<file path="config.mk">
export PLATFORM = sky130hd
export DESIGN_NAME = meter_readout_deframer
export DESIGN_NICKNAME = d
export VERILOG_FILES = /design/src/hdl/mrd_pkg.sv /design/src/hdl/mrd_ctrl.sv /design/src/hdl/mrd_dp.sv /design/src/hdl/meter_readout_deframer.sv
export SDC_FILE = /design/constraint.sdc
export NUM_CORES = 1
export LEC_CHECK = 0
export BUFFER_PORTS_ARGS = -buffer_cell sky130_fd_sc_hd__buf_2
export CAP_MARGIN = 5
export CORE_UTILIZATION = 60
export DETAILED_ROUTE_END_ITERATION = 7
export PLACE_DENSITY = 0.79
export SLEW_MARGIN = 0
export SYNTH_ARGS = -nofsm -noshare
export SYNTH_HDL_FRONTEND = slang
export SYNTH_SLANG_ARGS = --single-unit
</file>
<file path="constraint.sdc">
create_clock -name clock -period 6 [get_ports clock]
set_input_delay 0.3 -clock clock [delete_from_list [all_inputs] [get_ports clock]]
set_output_delay 0.3 -clock clock [all_outputs]
set_load 0.01 [all_outputs]
</file>
<file path="src/hdl/mrd_pkg.sv">
// ----------------------------------------------------------------------------
// mrd_pkg - meter readout deframer package
// Shared constants, codes and controller/datapath interface types.
// ----------------------------------------------------------------------------
package mrd_pkg;

   localparam int MAX_BLOCK_BYTES = 65536;
   localparam int LEAD_DEPTH      = 16;
   localparam int IDENT_LIMIT     = 127;
   localparam int MIN_IDENT_BYTES = 5;

   localparam int BLOCK_CNT_W = $clog2(MAX_BLOCK_BYTES + 1);
   localparam int LEAD_CNT_W  = $clog2(LEAD_DEPTH + 1);
   localparam int LEAD_IDX_W  = (LEAD_DEPTH > 1) ? $clog2(LEAD_DEPTH) : 1;
   localparam int IDENT_CNT_W = $clog2(IDENT_LIMIT + 1);

   localparam logic [7:0] CH_STX   = 8'h02;
   localparam logic [7:0] CH_ETX   = 8'h03;
   localparam logic [7:0] CH_LF    = 8'h0A;
   localparam logic [7:0] CH_CR    = 8'h0D;
   localparam logic [7:0] CH_SPACE = 8'h20;
   localparam logic [7:0] CH_SLASH = 8'h2F;
   localparam logic [7:0] CH_ZERO  = 8'h30;
   localparam logic [7:0] CH_SIX   = 8'h36;
   localparam logic [7:0] CH_TILDE = 8'h7E;

   typedef enum logic [1:0] {
      KIND_IDENT   = 2'd0,
      KIND_VERDICT = 2'd1,
      KIND_BLOCK   = 2'd2,
      KIND_ERROR   = 2'd3
   } kind_type;

   typedef enum logic [1:0] {
      STATUS_OK          = 2'd0,
      STATUS_BAD_IDENT   = 2'd1,
      STATUS_BAD_BAUD    = 2'd2,
      STATUS_BLOCK_LARGE = 2'd3
   } status_type;

   typedef enum logic [1:0] {
      PH_WAIT,
      PH_IDENT,
      PH_LEAD,
      PH_BLOCK
   } phase_type;

   typedef enum logic [2:0] {
      ST_IDLE,
      ST_DECODE,
      ST_IDENT,
      ST_VERDICT,
      ST_LEAD_EMIT,
      ST_BLOCK,
      ST_OVERSIZE
   } state_type;

   typedef enum logic [1:0] {
      DSEL_RX,
      DSEL_LEAD,
      DSEL_ZERO
   } data_sel_type;

   typedef struct packed {
      logic         ch_load;
      logic         ident_start;
      logic         ident_take;
      logic         lead_push;
      logic         lead_clear;
      logic         lead_take;
      logic         block_take;
      logic         clear;
      logic         emit;
      kind_type     kind;
      status_type   status;
      data_sel_type data_sel;
      logic         baud_en;
      logic         block_end;
      logic         last;
   } mrd_cmd_type;

   typedef struct packed {
      logic is_slash;
      logic is_lf;
      logic is_crlf;
      logic is_stx;
      logic is_print;
      logic ident_room;
      logic line_bad;
      logic baud_ok;
      logic lead_more;
      logic too_big;
      logic block_full;
      logic saw_etx;
      logic slot_free;
   } mrd_stat_type;

endpackage

</file>
<file path="src/hdl/mrd_ctrl.sv">
// ----------------------------------------------------------------------------
// mrd_ctrl - deframer controller
// Protocol phase and per-byte sequencing; drives the datapath by commands.
// ----------------------------------------------------------------------------
module mrd_ctrl (
   input  logic                  clock,
   input  logic                  reset,
   input  logic                  req_valid,
   output logic                  req_ready,
   input  mrd_pkg::mrd_stat_type stat,
   output mrd_pkg::mrd_cmd_type  cmd
);

   mrd_pkg::state_type state_ff, state_in;
   mrd_pkg::phase_type phase_ff, phase_in;

   always_ff @(posedge clock) begin
      if (reset) begin
         state_ff <= mrd_pkg::ST_IDLE;
         phase_ff <= mrd_pkg::PH_WAIT;
      end else begin
         state_ff <= state_in;
         phase_ff <= phase_in;
      end
   end

   assign req_ready = (state_ff == mrd_pkg::ST_IDLE);

   always_comb begin
      state_in     = state_ff;
      phase_in     = phase_ff;
      cmd          = '0;
      cmd.kind     = mrd_pkg::KIND_IDENT;
      cmd.status   = mrd_pkg::STATUS_OK;
      cmd.data_sel = mrd_pkg::DSEL_ZERO;
      unique case (state_ff)
         mrd_pkg::ST_IDLE: begin
            if (req_valid) begin
               cmd.ch_load = 1'b1;
               state_in    = mrd_pkg::ST_DECODE;
            end
         end
         mrd_pkg::ST_DECODE: begin
            unique case (phase_ff)
               mrd_pkg::PH_WAIT: begin
                  if (stat.is_slash) begin
                     cmd.ident_start = 1'b1;
                     phase_in        = mrd_pkg::PH_IDENT;
                     state_in        = mrd_pkg::ST_IDENT;
                  end else begin
                     state_in = mrd_pkg::ST_IDLE;
                  end
               end
               mrd_pkg::PH_IDENT: state_in = mrd_pkg::ST_IDENT;
               mrd_pkg::PH_LEAD: begin
                  priority if (stat.is_stx) begin
                     cmd.lead_clear = 1'b1;
                     phase_in       = mrd_pkg::PH_BLOCK;
                     state_in       = mrd_pkg::ST_BLOCK;
                  end else if (stat.is_crlf) begin
                     cmd.lead_push = 1'b1;
                     state_in      = mrd_pkg::ST_IDLE;
                  end else if (stat.is_print) begin
                     state_in = stat.too_big ? mrd_pkg::ST_OVERSIZE
                                             : mrd_pkg::ST_LEAD_EMIT;
                  end else begin
                     cmd.lead_clear = 1'b1;
                     state_in       = mrd_pkg::ST_IDLE;
                  end
               end
               mrd_pkg::PH_BLOCK: state_in = mrd_pkg::ST_BLOCK;
               default: state_in = mrd_pkg::ST_IDLE;
            endcase
         end
         mrd_pkg::ST_IDENT: begin
            if (stat.ident_room) begin
               if (stat.slot_free) begin
                  cmd.ident_take = 1'b1;
                  cmd.emit       = 1'b1;
                  cmd.kind       = mrd_pkg::KIND_IDENT;
                  cmd.data_sel   = mrd_pkg::DSEL_RX;
                  cmd.last       = !stat.is_lf;
                  state_in       = stat.is_lf ? mrd_pkg::ST_VERDICT : mrd_pkg::ST_IDLE;
               end
            end else begin
               state_in = stat.is_lf ? mrd_pkg::ST_VERDICT : mrd_pkg::ST_IDLE;
            end
         end
         mrd_pkg::ST_VERDICT: begin
            if (stat.slot_free) begin
               cmd.emit  = 1'b1;
               cmd.kind  = mrd_pkg::KIND_VERDICT;
               cmd.last  = 1'b1;
               cmd.clear = 1'b1;
               state_in  = mrd_pkg::ST_IDLE;
               priority if (stat.line_bad) begin
                  cmd.status = mrd_pkg::STATUS_BAD_IDENT;
                  phase_in   = mrd_pkg::PH_WAIT;
               end else if (stat.baud_ok) begin
                  cmd.baud_en = 1'b1;
                  phase_in    = mrd_pkg::PH_LEAD;
               end else begin
                  cmd.status = mrd_pkg::STATUS_BAD_BAUD;
                  phase_in   = mrd_pkg::PH_WAIT;
               end
            end
         end
         mrd_pkg::ST_LEAD_EMIT: begin
            if (stat.lead_more) begin
               if (stat.slot_free) begin
                  cmd.lead_take = 1'b1;
                  cmd.emit      = 1'b1;
                  cmd.kind      = mrd_pkg::KIND_BLOCK;
                  cmd.data_sel  = mrd_pkg::DSEL_LEAD;
               end
            end else begin
               cmd.lead_clear = 1'b1;
               phase_in       = mrd_pkg::PH_BLOCK;
               state_in       = mrd_pkg::ST_BLOCK;
            end
         end
         mrd_pkg::ST_BLOCK: begin
            if (stat.slot_free) begin
               cmd.emit = 1'b1;
               cmd.last = 1'b1;
               state_in = mrd_pkg::ST_IDLE;
               priority if (stat.block_full) begin
                  cmd.kind   = mrd_pkg::KIND_ERROR;
                  cmd.status = mrd_pkg::STATUS_BLOCK_LARGE;
                  cmd.clear  = 1'b1;
                  phase_in   = mrd_pkg::PH_WAIT;
               end else if (stat.saw_etx) begin
                  cmd.kind      = mrd_pkg::KIND_BLOCK;
                  cmd.data_sel  = mrd_pkg::DSEL_RX;
                  cmd.block_end = 1'b1;
                  cmd.clear     = 1'b1;
                  phase_in      = mrd_pkg::PH_WAIT;
               end else begin
                  cmd.kind       = mrd_pkg::KIND_BLOCK;
                  cmd.data_sel   = mrd_pkg::DSEL_RX;
                  cmd.block_take = 1'b1;
               end
            end
         end
         mrd_pkg::ST_OVERSIZE: begin
            if (stat.slot_free) begin
               cmd.emit   = 1'b1;
               cmd.kind   = mrd_pkg::KIND_ERROR;
               cmd.status = mrd_pkg::STATUS_BLOCK_LARGE;
               cmd.last   = 1'b1;
               cmd.clear  = 1'b1;
               phase_in   = mrd_pkg::PH_WAIT;
               state_in   = mrd_pkg::ST_IDLE;
            end
         end
         default: state_in = mrd_pkg::ST_IDLE;
      endcase
   end

endmodule

</file>
<file path="src/hdl/mrd_dp.sv">
// ----------------------------------------------------------------------------
// mrd_dp - deframer datapath
// Byte register, line and block counters, CR/LF lead-in store, result register.
// ----------------------------------------------------------------------------
module mrd_dp (
   input  logic                  clock,
   input  logic                  reset,
   input  logic [7:0]            req_rx_byte,
   input  mrd_pkg::mrd_cmd_type  cmd,
   output mrd_pkg::mrd_stat_type stat,
   output logic                  rsp_valid,
   input  logic                  rsp_ready,
   output logic [1:0]            rsp_kind,
   output logic [7:0]            rsp_data_byte,
   output logic [1:0]            rsp_status,
   output logic [2:0]            rsp_baud_code,
   output logic                  rsp_block_end,
   output logic                  rsp_last
);

   localparam int BW = mrd_pkg::BLOCK_CNT_W;
   localparam int LW = mrd_pkg::LEAD_CNT_W;
   localparam int IW = mrd_pkg::LEAD_IDX_W;
   localparam int NW = mrd_pkg::IDENT_CNT_W;

   logic [7:0]  ch_ff, ch_in;
   logic [NW-1:0] ident_count_ff, ident_count_in;
   logic        line_bad_ff, line_bad_in;
   logic [7:0]  rate_ch_ff, rate_ch_in;
   logic        saw_etx_ff, saw_etx_in;
   logic [LW-1:0] lead_count_ff, lead_count_in;
   logic [LW-1:0] lead_idx_ff, lead_idx_in;
   logic [BW-1:0] block_count_ff, block_count_in;
   logic        lead_store_ff [mrd_pkg::LEAD_DEPTH];

   logic        rsp_valid_ff, rsp_valid_in;
   logic [1:0]  kind_ff, kind_in;
   logic [7:0]  data_ff, data_in;
   logic [1:0]  status_ff, status_in;
   logic [2:0]  baud_ff, baud_in;
   logic        end_ff, end_in;
   logic        last_ff, last_in;

   logic        is_cr, is_lf, is_etx;
   logic        lead_room, lead_bit;
   logic [BW:0] open_total;
   logic [7:0]  baud_offset;

   assign is_cr       = (ch_ff == mrd_pkg::CH_CR);
   assign is_lf       = (ch_ff == mrd_pkg::CH_LF);
   assign is_etx      = (ch_ff == mrd_pkg::CH_ETX);
   assign lead_room   = (lead_count_ff < LW'(mrd_pkg::LEAD_DEPTH));
   assign lead_bit    = lead_store_ff[lead_idx_ff[IW-1:0]];
   assign open_total  = {1'b0, block_count_ff} + (BW+1)'(lead_count_ff) + (BW+1)'(1);
   assign baud_offset = rate_ch_ff - mrd_pkg::CH_ZERO;

   always_comb begin
      stat.is_slash   = (ch_ff == mrd_pkg::CH_SLASH);
      stat.is_lf      = is_lf;
      stat.is_crlf    = is_cr || is_lf;
      stat.is_stx     = (ch_ff == mrd_pkg::CH_STX);
      stat.is_print   = (ch_ff >= mrd_pkg::CH_SPACE) && (ch_ff <= mrd_pkg::CH_TILDE);
      stat.ident_room = (ident_count_ff < NW'(mrd_pkg::IDENT_LIMIT));
      stat.line_bad   = (ident_count_ff < NW'(mrd_pkg::MIN_IDENT_BYTES)) || line_bad_ff;
      stat.baud_ok    = (rate_ch_ff >= mrd_pkg::CH_ZERO) && (rate_ch_ff <= mrd_pkg::CH_SIX);
      stat.lead_more  = (lead_idx_ff < lead_count_ff);
      stat.too_big    = (open_total > (BW+1)'(mrd_pkg::MAX_BLOCK_BYTES));
      stat.block_full = (block_count_ff >= BW'(mrd_pkg::MAX_BLOCK_BYTES));
      stat.saw_etx    = saw_etx_ff;
      stat.slot_free  = !rsp_valid_ff || rsp_ready;
   end

   always_comb begin
      ch_in          = cmd.ch_load ? req_rx_byte : ch_ff;
      ident_count_in = ident_count_ff;
      line_bad_in    = line_bad_ff;
      rate_ch_in     = rate_ch_ff;
      saw_etx_in     = saw_etx_ff;
      lead_count_in  = lead_count_ff;
      lead_idx_in    = lead_idx_ff;
      block_count_in = block_count_ff;
      priority if (cmd.clear) begin
         ident_count_in = '0;
         line_bad_in    = 1'b0;
         rate_ch_in     = '0;
         saw_etx_in     = 1'b0;
         lead_count_in  = '0;
         lead_idx_in    = '0;
         block_count_in = '0;
      end else if (cmd.ident_start) begin
         ident_count_in = '0;
         line_bad_in    = 1'b0;
         rate_ch_in     = '0;
      end else if (cmd.ident_take) begin
         if ((ident_count_ff >= NW'(1)) && (ident_count_ff <= NW'(3)) && (is_cr || is_lf))
            line_bad_in = 1'b1;
         if (ident_count_ff == NW'(4))
            rate_ch_in = ch_ff;
         ident_count_in = ident_count_ff + NW'(1);
      end else if (cmd.lead_push) begin
         if (lead_room)
            lead_count_in = lead_count_ff + LW'(1);
      end else if (cmd.lead_clear) begin
         lead_count_in = '0;
         lead_idx_in   = '0;
      end else if (cmd.lead_take) begin
         lead_idx_in    = lead_idx_ff + LW'(1);
         block_count_in = block_count_ff + BW'(1);
      end else if (cmd.block_take) begin
         block_count_in = block_count_ff + BW'(1);
         if (is_etx)
            saw_etx_in = 1'b1;
      end
   end

   always_comb begin
      rsp_valid_in = rsp_valid_ff;
      kind_in      = kind_ff;
      data_in      = data_ff;
      status_in    = status_ff;
      baud_in      = baud_ff;
      end_in       = end_ff;
      last_in      = last_ff;
      if (cmd.emit) begin
         rsp_valid_in = 1'b1;
         kind_in      = cmd.kind;
         status_in    = cmd.status;
         baud_in      = cmd.baud_en ? baud_offset[2:0] : 3'd0;
         end_in       = cmd.block_end;
         last_in      = cmd.last;
         unique case (cmd.data_sel)
            mrd_pkg::DSEL_RX:   data_in = ch_ff;
            mrd_pkg::DSEL_LEAD: data_in = lead_bit ? mrd_pkg::CH_LF : mrd_pkg::CH_CR;
            default:            data_in = 8'd0;
         endcase
      end else if (rsp_ready) begin
         rsp_valid_in = 1'b0;
      end
   end

   always_ff @(posedge clock) begin
      if (reset) begin
         ident_count_ff <= '0;
         line_bad_ff    <= 1'b0;
         rate_ch_ff     <= '0;
         saw_etx_ff     <= 1'b0;
         lead_count_ff  <= '0;
         lead_idx_ff    <= '0;
         block_count_ff <= '0;
         rsp_valid_ff   <= 1'b0;
      end else begin
         ident_count_ff <= ident_count_in;
         line_bad_ff    <= line_bad_in;
         rate_ch_ff     <= rate_ch_in;
         saw_etx_ff     <= saw_etx_in;
         lead_count_ff  <= lead_count_in;
         lead_idx_ff    <= lead_idx_in;
         block_count_ff <= block_count_in;
         rsp_valid_ff   <= rsp_valid_in;
      end
   end

   always_ff @(posedge clock) begin
      ch_ff     <= ch_in;
      kind_ff   <= kind_in;
      data_ff   <= data_in;
      status_ff <= status_in;
      baud_ff   <= baud_in;
      end_ff    <= end_in;
      last_ff   <= last_in;
      if (cmd.lead_push && lead_room)
         lead_store_ff[lead_count_ff[IW-1:0]] <= is_lf;
   end

   assign rsp_valid     = rsp_valid_ff;
   assign rsp_kind      = kind_ff;
   assign rsp_data_byte = data_ff;
   assign rsp_status    = status_ff;
   assign rsp_baud_code = baud_ff;
   assign rsp_block_end = end_ff;
   assign rsp_last      = last_ff;

endmodule

</file>
<file path="src/hdl/meter_readout_deframer.sv">
// ----------------------------------------------------------------------------
// meter_readout_deframer - mode C readout receive deframer
// Finds the identification line, judges it and frames the data block.
// ----------------------------------------------------------------------------
// One received byte is taken per transfer on req_. The byte is taken, decoded
// and then gives its results in turn, when rsp_ready keeps the result register
// free; req_ready stays low until it is done. A byte without result gives none,
// a normal identification or block byte one, the closing LF of the identification
// line its byte and the verdict, and a printable byte that opens a block the
// buffered CR/LF bytes before its own. The result register drains on its own while the next byte is taken.
// Each input byte's final result carries rsp_last. The block check byte is
// passed on unchecked, flagged by rsp_block_end.
module meter_readout_deframer (
   input  logic       clock,
   input  logic       reset,
   input  logic       req_valid,
   output logic       req_ready,
   input  logic [7:0] req_rx_byte,
   output logic       rsp_valid,
   input  logic       rsp_ready,
   output logic [1:0] rsp_kind,
   output logic [7:0] rsp_data_byte,
   output logic [1:0] rsp_status,
   output logic [2:0] rsp_baud_code,
   output logic       rsp_block_end,
   output logic       rsp_last
);

   mrd_pkg::mrd_cmd_type  cmd;
   mrd_pkg::mrd_stat_type stat;

   mrd_ctrl u_ctrl (
      .clock     (clock),
      .reset     (reset),
      .req_valid (req_valid),
      .req_ready (req_ready),
      .stat      (stat),
      .cmd       (cmd)
   );

   mrd_dp u_dp (
      .clock         (clock),
      .reset         (reset),
      .req_rx_byte   (req_rx_byte),
      .cmd           (cmd),
      .stat          (stat),
      .rsp_valid     (rsp_valid),
      .rsp_ready     (rsp_ready),
      .rsp_kind      (rsp_kind),
      .rsp_data_byte (rsp_data_byte),
      .rsp_status    (rsp_status),
      .rsp_baud_code (rsp_baud_code),
      .rsp_block_end (rsp_block_end),
      .rsp_last      (rsp_last)
   );

endmodule

</file>
Yosys cells after proc, flatten, opt, wreduce, memory -nomap -nowiden
Memories as Yosys holds them, arrays and structs flattened. A register that Yosys moved wholly into a read port is not among the register bits.
Cells that the tools add are included.
- bits in latches: 0
- bits of input ports: 12
- output and inout bits: 19
- ROM bits: 0
- memories: 1
- word-level logic and storage cells: 195
- memory bits (writable): 16
- bits in registers: 75
- memory list (memory ; depth ; width ; rd ports ; clocked after memory_dff ; wr ports ; RTL line ; text):
    u_dp.lead_store_ff ; 16 ; 1 ; 1 ; 1 ; 1 ; mrd_dp.sv:34 ; logic lead_store_ff [mrd_pkg::LEAD_DEPTH];
- $add $sub $neg: 7
- bitwise logic cells: 7
- shift operators: 0
- muxes and demuxes: 92
- equality and inequality tests: 28
- reductions and logical operators: 31
- divide/modulo/power cells: 0
- magnitude comparators: 12
- multipliers: 0
- operators with widths (operator ; count):
    2-bit 2-to-1 mux ; 22
    3-bit 2-to-1 mux ; 13
    1-bit 2-to-1 mux ; 34
    17-bit 2-to-1 mux ; 2
    3-bit case mux with 5 select lines ; 2
    5-bit 2-to-1 mux ; 5
    17-bit by 5-bit adder with 18-bit output ; 1
    18-bit by 1-bit adder with 18-bit output, second input constant ; 1
    18-bit by 17-bit > comparator with 1-bit output, second input constant ; 1
    17-bit by 1-bit adder with 17-bit output, second input constant ; 1
    17-bit greater-or-equal comparator, second input constant ; 1
    8-bit by 2-bit == test with 1-bit output, second input constant ; 2
    8-bit by 4-bit == test with 1-bit output, second input constant ; 2
    8-bit by 6-bit greater-or-equal comparator with 1-bit output, second input constant ; 2
    8-bit case mux with 2 select lines ; 1
    6-bit 2-to-1 mux ; 2
    2-bit != test, second input constant ; 6
    3-bit != test, second input constant ; 4
    2-bit case mux with 3 select lines ; 2
    3-bit case mux with 4 select lines ; 1
    4-bit AND reduction ; 3
    5-bit by 1-bit adder with 5-bit output, second input constant ; 2
    2-bit case mux with 5 select lines ; 1
    3-bit == test, second input constant ; 3
    37 further kinds ; 63

Depth between registers and ports, before layout
Gate-level depths: netlist (run 1).
- depth in word-level cells: 11
- mapped depth: 10
- mapped depth without buffers: 10

Modules after synthesis
Synthesis (run 1) repeated with hierarchy kept, for this count alone.
- cell total of the unflattened synthesis: 532
- area total of the unflattened synthesis: 5163.7 um^2
- by module, submodules not included (module ; times used ; sequential area each (um^2) ; cells each ; area an instance (um^2)):
    mrd_dp ; 1 ; 2212.1 ; 426 ; 4430.5
    mrd_ctrl ; 1 ; 100.1 ; 106 ; 733.2

Least setup slack after synthesis (run 1)
No wires, ideal clock.
- kind: register to register
- start point: register u_dp.lead_count_ff[1]
- end point: register u_dp.baud_ff[0], in the netlist u_dp.rsp_baud_code[0], enable pin
- cell stages (with the launch flop): 9
- slack: 3.147 ns
- arrival: 2.463 ns
- library setup time: 0.390 ns
- required time: 5.610 ns
- buffers on the path: 1
- period minus slack after synthesis: 2.853 ns
- cells stage by stage: dfxtp_1 inv_1 ha_1 a21o_1 a2111oi_4 or2_2 buf_2 nor2_1 nor2_1
- RTL lines (item ; RTL line ; text):
    from (decl) ; mrd_dp.sv:31 ; logic [LW-1:0] lead_count_ff, lead_count_in;
    from (signal assigned) ; mrd_dp.sv:156 ; lead_count_ff <= lead_count_in;
    to (signal assigned) ; mrd_dp.sv:168 ; baud_ff <= baud_in;
    to (decl) ; mrd_dp.sv:40 ; logic [2:0] baud_ff, baud_in;

Worst setup path in the final report (run 1)
- start point: register u_dp.lead_count_ff[0]
- end point: register u_ctrl.state_ff[1]
- longest elaborated chain between the ends: 9
- elaborated cells between the ends (all ways): 12
- those cells by class: add/sub (2); order compare (2); eq/ne (1); mux (6); reduce/logical (1)
- ends and longest elaborated chain (item ; RTL line ; text):
    17-bit by 5-bit adder with 18-bit output ; mrd_dp.sv:54 ; assign open_total = {1'b0, block_count_ff} + (BW+1)'(lead_count_ff) + (BW+1)'(1);
    18-bit by 1-bit adder with 18-bit output ; mrd_dp.sv:54 ;
    18-bit by 17-bit > comparator with 1-bit output ; mrd_dp.sv:67 ; stat.too_big = (open_total > (BW+1)'(mrd_pkg::MAX_BLOCK_BYTES));
    2-bit 2-to-1 mux ; mrd_ctrl.sv:64 ; state_in = stat.too_big ? mrd_pkg::ST_OVERSIZE
    3-bit 2-to-1 mux ; mrd_ctrl.sv:63 ; end else if (stat.is_print) begin
    3-bit 2-to-1 mux ; mrd_ctrl.sv:60 ; end else if (stat.is_crlf) begin
    3-bit 2-to-1 mux ; mrd_ctrl.sv:56 ; priority if (stat.is_stx) begin
    3-bit case mux with 4 select lines ; mrd_ctrl.sv:44 ; unique case (phase_ff)
    3-bit case mux with 5 select lines ; mrd_ctrl.sv:36 ; unique case (state_ff)
    to (signal assigned) ; mrd_ctrl.sv:19 ; state_ff <= mrd_pkg::ST_IDLE;
    to (signal assigned) ; mrd_ctrl.sv:22 ; state_ff <= state_in;
    to (decl) ; mrd_ctrl.sv:14 ; mrd_pkg::state_type state_ff, state_in;
Parallel ways exist; a longest one is shown, timed or not.
A chain may end at the register's enable or synchronous reset.

==> qor.txt, run 1 <==
Run status = finished clean
VDD IR-drop max = 98.26 uV
Most used cells in the layout excluding fill and tap cells = sky130_fd_sc_hd__nor2_1, sky130_fd_sc_hd__dfxtp_1, sky130_fd_sc_hd__edfxtp_1
Post-synthesis sequential area ratio = 46.19%
Post-CTS resize count = 0
Worst Clk Skew = 12.12 ps
Part of the cycle the worst path needs = 46.26%
Number of antenna violations at the first check in global routing = 0
Area overhead of the layout relative to synthesis = 8.148%
Category of the worst setup path launch point = flip-flop
Routed vias = 3998
Clock sinks = 95
FF+latch area = 0.002312 mm^2
Clk slew on worst S/H paths = 90 ps
Vias in the first global route = 3784
Setup ws final = 3224 ps
I/O Buffers = 30
Area enclosed by the die boundary = 0.008712 mm^2
Buffer depth of the longest clock path = 2
Final count of hold timing violations = 0
TritonCTS clock tree = built
Detail-routed net length per standard cell = 17.05 um
Number of vias per cell after detailed routing = 6.170
Routability cong. = 0.9392
Number of detailed-route iterations in the first pass = 5
Routed Wire Length = 11050 um
Worst relative slew slack = 35.58%
Total Power = 0.001126 W
Number of instances in the synthesized netlist = 516
Horizontal extent of the die = 93.34 um
Core outline area = 0.007888 mm^2
Tmin final = 2776 ps
Detailed-placement wirelength estimate = 8102 um
Number of enable flip-flop cells after synthesis = 41
Post-placement worst setup slack = 3257 ps
Number of synthesis warnings = 0
Category of the critical setup timing path = reg -> reg
Post-synth top flop = sky130_fd_sc_hd__dfxtp_1
Final count of pins violating max slew = 0
Clock network latency to the later pin of the worst-skew pair = 360 ps
Placed Area = 0.005226 mm^2
Post-Synthesis Net Count = 547
Crit path arrival time = 3030 ps
Top-Level Pins = 31
Top fanout value on the critical path = 6
Highest clock rate = 360.3 MHz
Nature of the critical path endpoint = flip-flop
Worst hold slack after final layout = 107.8 ps
Hold buffers post-CTS = 0
Max cap viols = 0
Tightest Pin Transition = 964.4 ps
Worst min-delay path category = in -> reg
Initial drt markers = 258
Total clock buffers created by CTS = 9
H-tree lvl count = 3
Data required, critical path = 6260 ps
Initial core utilization = 63.47%
Worst path max stage delay = 460 ps
Power density relative to cell area = 208.0 mW/mm^2
WP buf/inv = 1
Area of the mapped netlist = 0.005006 mm^2
Async S/R FF share, synth = 0%
Maximum number of pins on one net before global-route repair = 24
CTS Root Cell = sky130_fd_sc_hd__clkbuf_8
Yosys cell types = 69
Synthesized flop and latch total = 95
First-pass GRT wire length = 18240 um
Final #Nets = 572
Mean post-synth cell area = 9.702 um^2
TNS Setup = 0 ps
Fraction of layout cells with a size suffix above 1 = 12.09%
Setup repair after global routing missed its margin = false
Cell chain of the critical path = inv_1, ha_1, fa_1, xor2_1, nand3_1, a221o_1, nor4b_2, o311a_1, nand4_1, a211o_1
Static Leakage = 1.926 nW
Delay-heaviest family, CP = compound AO/OA/AOI/OAI gates
Most common cell after layout, fill and taps aside = sky130_fd_sc_hd__nor2_1
Global routing usage summed across all routing layers = 27.13%
Multi-input gate area in the final layout = 0.002554 mm^2
Fill cells = 624
Diode insertion count for antenna repair = 0
DRT antenna net count = 0
Vertical die dimension = 93.34 um
DRC violation count after routing = 0
Post-CTS Setup Repair Bufs = 0
Remaining Overflow, GRT = 0
Master of the slowest instance on the critical path = sky130_fd_sc_hd__fa_1
Design area = 0.005414 mm^2
Number of standard-cell rows in the floorplan = 32
Final setup fails = 0
## routing by layer
layer | share of wire (%) | up-vias | wire length (um) | track usage [%]
li1 | - | 1934 | - | -
met1 | 45 | 1928 | 5020 | 35.97
met2 | 48 | 121 | 5334 | 46.02
met3 | 5.0 | 15 | 550 | 3.577
met4 | 1.3 | 0 | 145 | 8.718
met5 | 0 | - | 0 | 0
## synth_stat cells, drive strengths merged, types with 4 or more instances
library cell  instances  area share [%]
nor2                 77             5.8
dfxtp                54              22
edfxtp               41              25
nand2                34             2.5
a21oi                29             3.0
o21ai                27             2.8
nand3                19             2.0
ha                   18             4.5
nor3                 17             2.0
inv                  16             1.2
xor2                 15             2.6
and2                 13             1.6
mux2i                12             2.4
clkbuf               10            0.75
or3                  10             1.2
xnor2                10             1.7
buf                   9             1.0
nand2b                8             1.0
nand4                 8             1.0
nor2b                 8             1.0
o31ai                 6            0.90
and3                  5            0.62
mux4                  5             2.2
a21o                  4            0.60
and4                  4            0.70
nor3b                 4            0.70
o211ai                4            0.60
o21a                  4            0.60
o31a                  4            0.70
## flip-flops by register name (all words and copies together) (netlist names), 2 cells and up, named ones only
name / flops
u_dp.block_count_ff: 17
u_dp.rsp_kind: 2
u_dp.lead_count_ff: 5
u_dp.lead_idx_ff: 5
u_dp.ch_ff: 8
u_dp.lead_store_ff: 16
u_dp.rate_ch_ff: 8
u_dp.ident_count_ff: 7
u_dp.rsp_data_byte: 8
u_dp.rsp_baud_code: 3
u_dp.rsp_status: 2
u_ctrl.phase_ff: 2
u_ctrl.state_ff: 3
## worst paths after layout
check	start	end	slack, ps	cells after the start
max	u_dp.lead_count_ff[0]	u_ctrl.state_ff[1]	3220	10
min	req_rx_byte[4]	u_dp.ch_ff[4]	110	1
max reg2reg	u_dp.lead_count_ff[0]	u_ctrl.state_ff[1]	3220	10
min reg2reg	u_dp.line_bad_ff	u_dp.line_bad_ff	500	2
## power by group
group	leakage [nW]	switching (W)	internal, W	total [W]
logic	1.02	0.0000167	0.0000105	0.0000272
clock network	0.0941	0.000223	0.000192	0.000414
registers	0.815	0.0000102	0.000674	0.000685
total	1.93	0.000250	0.000877	0.00113
## cell type report
class                      instances  area share (%)
inverter                          16           1.109
multi-input combinational        386           47.17
clock buffer                      10           2.357
clock inverter                     6           1.109
sequential                        95           42.71
timing repair buffer              33           3.189
tap                              102           2.357
## stage by stage
step	utilization (%)	std cells
5_1_grt	68.64	648
2_1_floorplan	-	516
6_report	68.64	648
3_5_place_dp	66.26	632
4_1_cts	68.64	648
3_3_place_gp	66.26	632
## logic make-up after synthesis
logic type      count (synthesis)  share of synthesized area, %
flops                          95                         46.19
buf+inv                        35                         2.949
compound gates                102                         13.75
mux                            17                         4.649
xor+xnor                       25                         4.374
fa+ha+maj                      19                         4.899
simple gates                  223                         23.19
Note: power is estimated with default switching activity, not from simulation.
==> run 2, diff against run 1 <==
clock period = 2.8 ns   (was 6 ns; I/O delays follow)
==> qor.txt, run 2 (synthesis results as in run 1) <==
Worst Hold Launch = reset
Clk slew on worst S/H paths = 90 ps (about the same)
Setup repair after global routing missed its margin = false
Final setup fails = 0 (unchanged)
Final count of hold timing violations = 0 (unchanged)
Min-Delay Path Depth = 2 (+1)
Part of the total power dissipated in the clock network = 39.2% (+2.4 points)
Top fanout value on the critical path = 3 (-3)
Final #Nets = 592 (+3.5%)
Register containing the most flip-flops in the final layout = u_dp.block_count_ff
Worst Hold Endpoint = u_ctrl.phase_ff[1]
Remaining Overflow, GRT = 0 (unchanged)
Start of the worst register-to-register path = u_dp.block_count_ff[0]
Tmin final = 2567 ps (-208.6 ps)
Crit. path cell count = 9 (-1)
Worst min-delay path category = in -> reg
WP buf/inv = 1 (unchanged)
Clock sinks = 95 (unchanged)
Static Leakage = 2.047 nW (+6.3%)
DRT antenna net count = 0 (unchanged)
Placed cell count = 644 (+1.9%)
Cell chain of the critical path = inv_1, ha_2, fa_2, nand3_1, a221o_1, nor4b_2, o311a_1, nand4_1, a211o_1
Highest clock rate = 389.6 MHz (+8.1%)
Nature of the critical path endpoint = flip-flop
Area overhead of the layout relative to synthesis = 12.37%
Clock network latency to the later pin of the worst-skew pair = 360 ps (about the same)
Power density relative to cell area = 449.8 mW/mm^2 (+120%)
Delay-heaviest family, CP = compound AO/OA/AOI/OAI gates
Number of detailed-route iterations in the first pass = 5 (unchanged)
Cells on worst reg2reg path = 9 (-1)
Crit path arrival time = 2820 ps (-210 ps)
Buffer depth of the longest clock path = 2 (unchanged)
Tightest Pin Transition = 829.1 ps (-135.3 ps)
FF+latch area = 0.002313 mm^2 (about the same)
Detail-routed net length per standard cell = 16.67 um (-2.3%)
Sw Ratio = 20.85% (-1.3 points)
TritonCTS clock tree = built
Final count of pins violating max slew = 0 (unchanged)
H-tree lvl count = 3 (unchanged)
Worst Clk Skew = 9.128 ps (-2.989 ps)
Master of the slowest instance on the critical path = sky130_fd_sc_hd__fa_2
I/O Buffers = 30 (unchanged)
Top-Level Pins = 31 (unchanged)
Diode insertion count for antenna repair = 0 (unchanged)
Initial drt markers = 355 (+38%)
Multi-input gate area in the final layout = 0.002561 mm^2 (+0.29%)
First-pass GRT wire length = 18720 um (+2.6%)
Placed Area = 0.005319 mm^2 (+1.8%)
Reg-to-reg slack, setup = 230 ps (-2990 ps)
Number of flip-flops under the largest register name = 17 (unchanged)
Power share of the combinational group = 2.8% (+0.4 points)
Fraction of layout cells with a size suffix above 1 = 14.66% (+2.6 points)
Run status = finished clean
Category of the critical setup timing path = reg -> reg
Total net switching power = 0.0005277 W (+110%)
Timing startpoint of the critical path = u_dp.block_count_ff[0]
Number of standard-cell rows in the floorplan = 32 (unchanged)
Category of the worst setup path launch point = flip-flop
Number of vias per cell after detailed routing = 6.141 (-0.47%)
DRC violation count after routing = 0 (unchanged)
Initial core utilization = 63.47% (unchanged)
Core outline area = 0.007888 mm^2 (unchanged)
Number of antenna violations at the first check in global routing = 0 (unchanged)
CTS Root Cell = sky130_fd_sc_hd__clkbuf_8
Fill cells = 589 (-5.6%)
Cell Int Power = 0.002003 W (+130%)
Area enclosed by the die boundary = 0.008712 mm^2 (unchanged)
Worst path max stage delay = 570 ps (+110 ps)
Vias in the first global route = 3845 (+1.6%)
TNS Setup = 0 ps (unchanged)
Routed vias = 4102 (+2.6%)
Most common cell after layout, fill and taps aside = sky130_fd_sc_hd__nor2_1
Worst relative slew slack = 43.86% (+8.3 points)
Non-filler instance count after layout = 668 (+3.1%)
Design area = 0.005625 mm^2 (+3.9%)
Global routing usage summed across all routing layers = 27.97% (+0.84 points)
Most used cells in the layout excluding fill and tap cells = sky130_fd_sc_hd__nor2_1, sky130_fd_sc_hd__dfxtp_1, sky130_fd_sc_hd__edfxtp_1
Detailed-placement wirelength estimate = 8062 um (-0.49%)
VDD IR-drop max = 283.0 uV (+190%)
Routability cong. = 0.9555 (+1.7%)
Total clock buffers created by CTS = 9 (unchanged)
Vertical die dimension = 93.34 um (unchanged)
Sequential power share = 58.0% (-2.8 points)
Horizontal extent of the die = 93.34 um (unchanged)
Routed Wire Length = 11130 um (+0.76%)
Data required, critical path = 3050 ps (-3210 ps)
Part of the cycle the worst path needs = 91.68% (+45 points)
Reg-to-reg critical path endpoint = u_ctrl.state_ff[1]
Max cap viols = 0 (unchanged)
Maximum number of pins on one net before global-route repair = 18 (-25%)
[run 2: changes by cell type in the layout (fill, tap and decap cells not counted), sizes merged]
cell	delta
bufinv	+1
buf	+12
dlygate4sd3	+8
clkinvlp	-1
[run 2: worst max-delay path by stage]
stage                                  endpoint  slack [ps]
after floorplan           u_dp.rsp_baud_code[0]         220
after global placement       u_ctrl.state_ff[1]         300
after detailed placement     u_ctrl.state_ff[1]         190
after CTS                    u_ctrl.state_ff[1]         120
after global routing         u_ctrl.state_ff[1]           7
final                        u_ctrl.state_ff[1]         230
[run 2: through the flow]
| step | power (W) | utilization (%) | setup WS (ps) | hold slack [ps] |
|---|---|---|---|---|
| 2_1_floorplan | 0.001529 | - | 221.2 | 238.9 |
| 3_3_place_gp | 0.001558 | 67.43 | 303.3 | 317.0 |
| 3_5_place_dp | 0.001560 | 67.43 | 188.2 | 318.7 |
| 4_1_cts | 0.002542 | 71.24 | 117.5 | 54.76 |
| 5_1_grt | 0.002608 | 71.32 | 7.012 | 67.69 |
| 6_report | 0.002531 | 71.32 | 233.1 | 63.18 |
[run 2: power by group through the flow]
stage,Clock (W),Combinational [W],Sequential [W]
6_report,0.000992,0.0000718,0.00147
5_1_grt,0.00106,0.0000795,0.00147
4_1_cts,0.00101,0.0000710,0.00147
3_5_place_dp,0,0.0000620,0.00150
3_3_place_gp,0,0.0000608,0.00150
2_1_floorplan,0,0.0000406,0.00149
[run 2: cell type report]
cell class / count / area share (%)
clock buffers: 10 / 2.447
clock inverters: 6 / 1.468
inverters: 16 / 1.068
multi-input cells: 386 / 45.53
flip-flops and latches: 95 / 41.13
well taps: 102 / 2.269
repair buffers: 53 / 6.094
[run 2: per-layer routing]
metal,global-route usage (%),wire length (um),up-vias
li1,-,-,1972
met1,37.61,4899,1964
met2,45.34,5315,146
met3,4.553,668,20
met4,10.64,251,0
met5,0,0,-
[run 2: what timing repair did]
| action | CTS | global route |
|---|---|---|
| setup buffers | 0 | 0 |
| endpoints found under the hold margin | 8 | 0 |
| setup endpoints to repair | 0 | 1 |
| gates resized for setup | 0 | 3 |
| hold buffers | 8 | 0 |
